<file path="src/hw/rtl/gsof_pkg.sv">
// Shared types and constants for the GSOF frame parser.
// No dependencies; imported by gsof_frame_parser_top.
`default_nettype none

package gsof_pkg;

   // Frame walk states; code 7 is unused and behaves like FS_START
   typedef enum logic [2:0] {
      FS_START  = 3'd0,
      FS_STATUS = 3'd1,
      FS_TYPE   = 3'd2,
      FS_LENGTH = 3'd3,
      FS_DATA   = 3'd4,
      FS_CHECK  = 3'd5,
      FS_END    = 3'd6
   } frame_state_type;

   localparam logic [7:0] START_BYTE   = 8'h02;
   localparam logic [7:0] GSOF_KIND    = 8'h40;
   localparam logic [8:0] FIRST_RECORD = 9'd3;

   localparam int DEFAULT_TYPE_MASK_WIDTH = 64;

endpackage

`default_nettype wire

</file>
<file path="src/hw/rtl/gsof_frame_parser_top.sv">
// GSOF frame parser: byte-stream deframer with checksum and record-type mask.
// Depends on gsof_pkg.
`default_nettype none

// Takes one received byte per request and returns exactly one response per
// byte. Sustained rate is one byte per clock while rsp_tready stays high. A
// byte's response passes from the input register through the frame logic into
// the response register and is valid once that register is loaded. The input
// register keeps accepting while a finished response is still waiting on
// rsp_tready, so one stalled response costs no throughput until both registers
// are full. A response has status 1 only on the checksum byte of a type 0x40
// packet whose additive checksum matches; then types_seen has bit n set for
// each record type n walked in the payload, and high_type_seen flags a type
// at or above TYPE_MASK_WIDTH. Otherwise the whole response is zero. Record
// contents are not decoded.
module gsof_frame_parser_top
   import gsof_pkg::*;
#(
   parameter int TYPE_MASK_WIDTH = DEFAULT_TYPE_MASK_WIDTH,
   localparam int RSP_BITS  = TYPE_MASK_WIDTH + 2,
   localparam int RSP_WIDTH = ((RSP_BITS + 7) / 8) * 8
) (
   input  wire                  clock,
   input  wire                  reset,
   input  wire                  req_tvalid,
   output logic                 req_tready,
   input  wire  [7:0]           req_tdata,   // [7:0] rx_byte
   output logic                 rsp_tvalid,
   input  wire                  rsp_tready,
   output logic [RSP_WIDTH-1:0] rsp_tdata    // status, types_seen, high_type_seen, zero pad
);

   localparam logic [8:0] MASK_LIMIT = 9'(TYPE_MASK_WIDTH);

   // input register
   logic       in_vld_ff, in_vld_in;
   logic [7:0] in_byte_ff, in_byte_in;

   // frame state
   frame_state_type            state_ff, state_in;
   logic [7:0]                 nread_ff, nread_in;
   logic [7:0]                 sum_ff, sum_in;
   logic [7:0]                 len_ff, len_in;
   logic [7:0]                 kind_ff, kind_in;
   logic [8:0]                 pos_ff, pos_in;
   logic [TYPE_MASK_WIDTH-1:0] mask_ff, mask_in;
   logic                       ovf_ff, ovf_in;

   // response register
   logic                       out_vld_ff, out_vld_in;
   logic                       out_status_ff, out_status_in;
   logic [TYPE_MASK_WIDTH-1:0] out_mask_ff, out_mask_in;
   logic                       out_hi_ff, out_hi_in;

   logic       take, adv, accept;
   logic [7:0] b, nread_inc, sum_add;
   logic       rec_active, at_type, at_len, type_in_range;

   assign take   = out_vld_ff & rsp_tready;
   assign adv    = in_vld_ff & (~out_vld_ff | take);
   assign req_tready = ~in_vld_ff | adv;
   assign accept = req_tvalid & req_tready;

   assign b         = in_byte_ff;
   assign nread_inc = nread_ff + 8'd1;
   assign sum_add   = sum_ff + b;

   // record header walk over the payload
   assign rec_active    = pos_ff < {1'b0, len_ff};
   assign at_type       = rec_active & ({1'b0, nread_ff} == pos_ff);
   assign at_len        = rec_active & ~at_type & ({1'b0, nread_ff} == pos_ff + 9'd1);
   assign type_in_range = {1'b0, b} < MASK_LIMIT;

   always_comb begin
      in_vld_in  = in_vld_ff;
      in_byte_in = in_byte_ff;
      if (accept) begin
         in_vld_in  = 1'b1;
         in_byte_in = req_tdata;
      end else if (adv) begin
         in_vld_in = 1'b0;
      end
   end

   always_comb begin
      state_in      = state_ff;
      nread_in      = nread_ff;
      sum_in        = sum_ff;
      len_in        = len_ff;
      kind_in       = kind_ff;
      pos_in        = pos_ff;
      mask_in       = mask_ff;
      ovf_in        = ovf_ff;
      out_status_in = 1'b0;
      out_mask_in   = '0;
      out_hi_in     = 1'b0;
      if (adv) begin
         unique case (state_ff)
            FS_STATUS: begin
               sum_in   = sum_add;
               state_in = FS_TYPE;
            end
            FS_TYPE: begin
               kind_in  = b;
               sum_in   = sum_add;
               state_in = FS_LENGTH;
            end
            FS_LENGTH: begin
               len_in   = b;
               sum_in   = sum_add;
               state_in = FS_DATA;
            end
            FS_DATA: begin
               if (at_type) begin
                  if (type_in_range) begin
                     for (int i = 0; i < TYPE_MASK_WIDTH; i++) begin
                        mask_in[i] = mask_ff[i] | (b == 8'(i));
                     end
                  end else begin
                     ovf_in = 1'b1;
                  end
               end else if (at_len) begin
                  pos_in = pos_ff + 9'd2 + {1'b0, b};
               end
               nread_in = nread_inc;
               sum_in   = sum_add;
               if (nread_inc >= len_ff) begin
                  state_in = FS_CHECK;
               end
            end
            FS_CHECK: begin
               state_in = FS_END;
               if (b == sum_ff && kind_ff == GSOF_KIND) begin
                  out_status_in = 1'b1;
                  out_mask_in   = mask_ff;
                  out_hi_in     = ovf_ff;
               end
            end
            FS_END: begin
               state_in = FS_START;
            end
            default: begin
               // waiting for start byte; the unused code lands here too
               state_in = FS_START;
               if (b == START_BYTE) begin
                  state_in = FS_STATUS;
                  nread_in = '0;
                  sum_in   = '0;
                  pos_in   = FIRST_RECORD;
                  mask_in  = '0;
                  ovf_in   = 1'b0;
               end
            end
         endcase
      end
   end

   always_comb begin
      out_vld_in = out_vld_ff;
      if (adv) begin
         out_vld_in = 1'b1;
      end else if (take) begin
         out_vld_in = 1'b0;
      end
   end

   always_ff @(posedge clock) begin
      if (reset) begin
         in_vld_ff  <= 1'b0;
         out_vld_ff <= 1'b0;
         state_ff   <= FS_START;
         nread_ff   <= '0;
         sum_ff     <= '0;
         len_ff     <= '0;
         kind_ff    <= '0;
         pos_ff     <= FIRST_RECORD;
         mask_ff    <= '0;
         ovf_ff     <= 1'b0;
      end else begin
         in_vld_ff  <= in_vld_in;
         out_vld_ff <= out_vld_in;
         state_ff   <= state_in;
         nread_ff   <= nread_in;
         sum_ff     <= sum_in;
         len_ff     <= len_in;
         kind_ff    <= kind_in;
         pos_ff     <= pos_in;
         mask_ff    <= mask_in;
         ovf_ff     <= ovf_in;
      end
   end

   // payload registers
   always_ff @(posedge clock) begin
      in_byte_ff <= in_byte_in;
      if (adv) begin
         out_status_ff <= out_status_in;
         out_mask_ff   <= out_mask_in;
         out_hi_ff     <= out_hi_in;
      end
   end

   assign rsp_tvalid = out_vld_ff;

   always_comb begin
      rsp_tdata = '0;
      rsp_tdata[RSP_BITS-1:0] = {out_hi_ff, out_mask_ff, out_status_ff};
   end

`ifndef SYNTHESIS
   // a completed packet response is only held while the frame sits at the end byte
   a_status_ctx: assert property (@(posedge clock) disable iff (reset)
      (out_vld_ff && out_status_ff) |-> (state_ff == FS_END && kind_ff == GSOF_KIND))
      else $error("status response outside end-byte context");

   // data count never runs past the length (zero length reads one byte)
   a_count_bound: assert property (@(posedge clock) disable iff (reset)
      (state_ff == FS_DATA) |-> (nread_ff < len_ff || nread_ff == 8'd0))
      else $error("data byte count beyond payload length");

   // a held input byte does not change or vanish while blocked
   a_in_hold: assert property (@(posedge clock) disable iff (reset)
      (in_vld_ff && !adv) |=> (in_vld_ff && $stable(in_byte_ff)))
      else $error("input register lost a pending request");
`endif

endmodule

`default_nettype wire
</file>
<file path="config.mk">
export PLATFORM = sky130hd
export DESIGN_NAME = gsof_frame_parser_top
export DESIGN_NICKNAME = d
export VERILOG_FILES = /design/src/hw/rtl/gsof_pkg.sv /design/src/hw/rtl/gsof_frame_parser_top.sv
export SDC_FILE = /design/constraint.sdc
export NUM_CORES = 1
export LEC_CHECK = 0
export BUFFER_PORTS_ARGS = -buffer_cell sky130_fd_sc_hd__buf_2
export CAP_MARGIN = 20
export CORE_UTILIZATION = 35
export CTS_CLUSTER_DIAMETER = 60
export DETAILED_ROUTE_END_ITERATION = 16
export SETUP_SLACK_MARGIN = 0.1
export SKIP_CTS_REPAIR_TIMING = 1
export SLEW_MARGIN = 25
export SYNTH_ARGS = -nofsm -noshare
export SYNTH_HDL_FRONTEND = slang
export SYNTH_SLANG_ARGS = --single-unit
</file>
<file path="constraint.sdc">
create_clock -name clock -period 5.4 [get_ports clock]
set_clock_uncertainty 0.15 [all_clocks]
set_input_delay 1.35 -clock clock [delete_from_list [all_inputs] [get_ports clock]]
set_output_delay 1.35 -clock clock [all_outputs]
set_load 0.005 [all_outputs]
</file>
==> impl_results.md <==
- Outcome: completed
- Tot Pwr: 2840 uW
- Part of the Yosys area used for sequential elements: 0.534
- CTS buffer count: 17
- Root Buffer Master: clkbuf_16
- Inserted Diodes: 0
- Post-route ant nets: 0
- Congestion Overflow GR: 0
- DRC viols: 0
- Gpl congestion: 0.793
- Fin crit share: 0.680
- Setup violators final: 0
- Critical path buffer and inverter count: 0
- Worst Tran Pin Value: 1.01 ns
- Cell count of the worst reg-to-reg path: 6
- DR vias/cell: 4.93
- Data arrival time of the critical path: 3.87 ns
- CTS Buffer Depth: 2
- Worst-Skew Late Latency: 0.44 ns
- CP startpoint kind: register
- Yosys warnings: 0
- Overall die width: 156 um
- Fin. Hold Viols: 0
- Worst hold path class: reg -> reg
- Slowest cell on the critical path: or4_4
- Fin cells: 1191
- P_leak: 0.00377 uW
- Final setup TNS: 0 ns
- Required time at the worst-slack endpoint: 5.59 ns
- FFs w/ async S/R, synth: 0
- Final HPWL DP: 12.7 mm
- First-pass GRT wire length: 30.1 mm
- Setup CP Type: reg -> reg
- Hold Path Stages: 2
- Top FF cell, synth: dfxtp_1
- Fill count: 2364
- CTS tree: yes
- Clock sinks: 185
- Syn Inst Count: 805
- Max Fclk: 0.272 GHz
- I/O pin total: 86
- Synthesized area: 0.00833 mm2
- CTS clk-pin slew, worst paths: 0.07 ns
- WL/cell: 15.6 um
- P&R area growth vs syn: 14.5%
- Slew headroom: 0.327
- WP depth: 6
- Post-Route WL: 18.6 mm
- Initial core utilization: 0.356
- Power Dens Cells: 298 mW/mm2
- Vias in the first global route: 5624
- Top-area cell type share of the netlist area: 0.267
- CP peak stage delay: 0.67 ns
- Maxcap violations: 0
- Synthesized flop and latch total: 185
- Peak VDD IR: 0.000211 V
- Core area: 0.0234 mm2
- 1st-pass router iterations: 5
- Nets@finish: 912
- Dpl cells: 1159
- Largest net degree at the start of global routing: 67
- Dominant cell type by area after synthesis: dfxtp_1
- Fin Hold WS: 0.296 ns
- Syn_area_per_cell: 10.3 um2
- Crit-path cells: nor4b_2, nand4_1, o221a_2, or4_4, nand4bb_1, o21ai_0
- Port bufs: 79
- Maximum fanout along the worst path: 18
- Die Y: 156 um
- Via count: 5870
- Row Count: 56
- RSZ-0062 raised after global routing: no
- Initial DRC Count: 370
- Endpoint class of the critical path: register
- Post-synth EDFFs: 74
- CP delay by family, top: simple AND/OR/NAND/NOR gates
- GRT Util Overall: 0.160
- Synth unique cells: 59
- Htree depth: 4
- Slew Limit Fails: 0
- Share of layout cells above drive strength 1: 0.155
- Initial antenna violation count: 0
- Fin crit period: 3.67 ns
- Main area contributors after synthesis: dfxtp_1 27%, edfxtp_1 27%, ha_1 5.9%
- Die area: 0.0244 mm2
-- per-layer routing --
metal / vias up / wire (um) / track usage
li1: 2952 / - / -
met1: 2752 / 9060 / 0.215
met2: 137 / 8350 / 0.253
met3: 29 / 831 / 0.0346
met4: 0 / 331 / 0.0556
met5: - / 0 / 0
-- layout make-up --
class	count	area [um2]	share of cell area
flip-flops and latches	185	4440	0.466
multi-input cells	549	3580	0.376
repair buffers	83	438	0.0459
clock buffers	17	425	0.0446
well taps	319	399	0.0419
clock inverters	15	153	0.0160
inverters	23	86.3	0.00906
-- registers in the layout, indices dropped and copies added, names as in the netlist, 3 cells and up --
| name | flops |
|---|---|
| state_ff | 3 |
| sum_ff | 8 |
| out_mask_ff | 64 |
| mask_ff | 64 |
| pos_ff | 9 |
| len_ff | 8 |
| kind_ff | 8 |
| nread_ff | 8 |
| b | 8 |
-- per-stage QoR --
| step | instance area [um2] | setup slack, ns | utilization |
|---|---|---|---|
| floorplan | 8350 | 0.256 | - |
| global placement | 8950 | 1.40 | 0.383 |
| detailed placement | 8950 | 1.29 | 0.383 |
| CTS | 9530 | 1.71 | 0.407 |
| global route | 9530 | 1.45 | 0.407 |
| finish | 9530 | 1.73 | 0.407 |
-- path summary, 6_finish.rpt --
check	start	endpoint	slack, ns
worst max-delay path	b[2]	mask_ff[53]	1.73
worst min-delay path	mask_ff[5]	mask_ff[5]	0.30
worst max register to register	b[2]	mask_ff[53]	1.73
worst min register to register	mask_ff[5]	mask_ff[5]	0.30
-- synth_stat cells (8+ instances only) --
library cell / instances
edfxtp_1: 74
o21ai_0: 51
a21oi_1: 26
buf_4: 8
xnor2_1: 16
mux2i_1: 18
nand3_1: 25
clkbuf_1: 36
ha_1: 39
nand2_1: 69
and2_1: 68
nor2_1: 52
xor2_1: 13
nand2b_1: 9
nor3_1: 24
o21a_1: 20
nand4_1: 9
o311ai_0: 8
dfxtp_1: 111
o21ai_2: 10
inv_1: 23
-- worst min-delay path, stage by stage, from the launching register on --
cell and delay [ns]:
dfxtp_1 0.32, nand2_1 0.04, o21ai_0 0.05
-- power by group --
group	switching [uW]	leakage, uW	total, uW	internal (uW)
Sequential	20.1	0.00164	1490	1470
Combinational	78.9	0.00185	120	40.9
Clock	609	0.000285	1230	618
Total	708	0.00377	2840	2130
-- logic make-up (layout without fill, tap and decap cells) --
kind of cell,Yosys count,in the layout,share of synthesized area
mux,18,18,0.0216
compound gates,153,153,0.119
flops,185,185,0.534
simple gates,302,302,0.191
xor+xnor,29,29,0.0305
fa+ha+maj,41,41,0.0634
buf+inv,76,138,0.0410
other cells,1,6,0.000450
-- layout by cell type (no fill, tap or decap), types with 4 or more instances in the layout --
master,n
dfxtp_1,111
buf_2,79
edfxtp_1,74
nand2_1,69
and2_1,68
nor2_1,51
o21ai_0,51
ha_1,39
nand3_1,25
a21oi_1,25
nor3_1,24
inv_1,23
o21a_1,20
mux2i_1,18
clkbuf_16,17
xnor2_1,16
xor2_1,13
o21ai_2,10
nand4_1,9
nand2b_1,9
o311ai_0,8
and3_1,7
o31ai_1,7
nor2b_1,6
a21o_1,6
nand3b_1,6
a22oi_1,6
conb_1,6
inv_8,6
nor4_1,4
nor3b_1,4
a31oi_1,4
No activity file was read; power rests on OpenSTA's default activity.
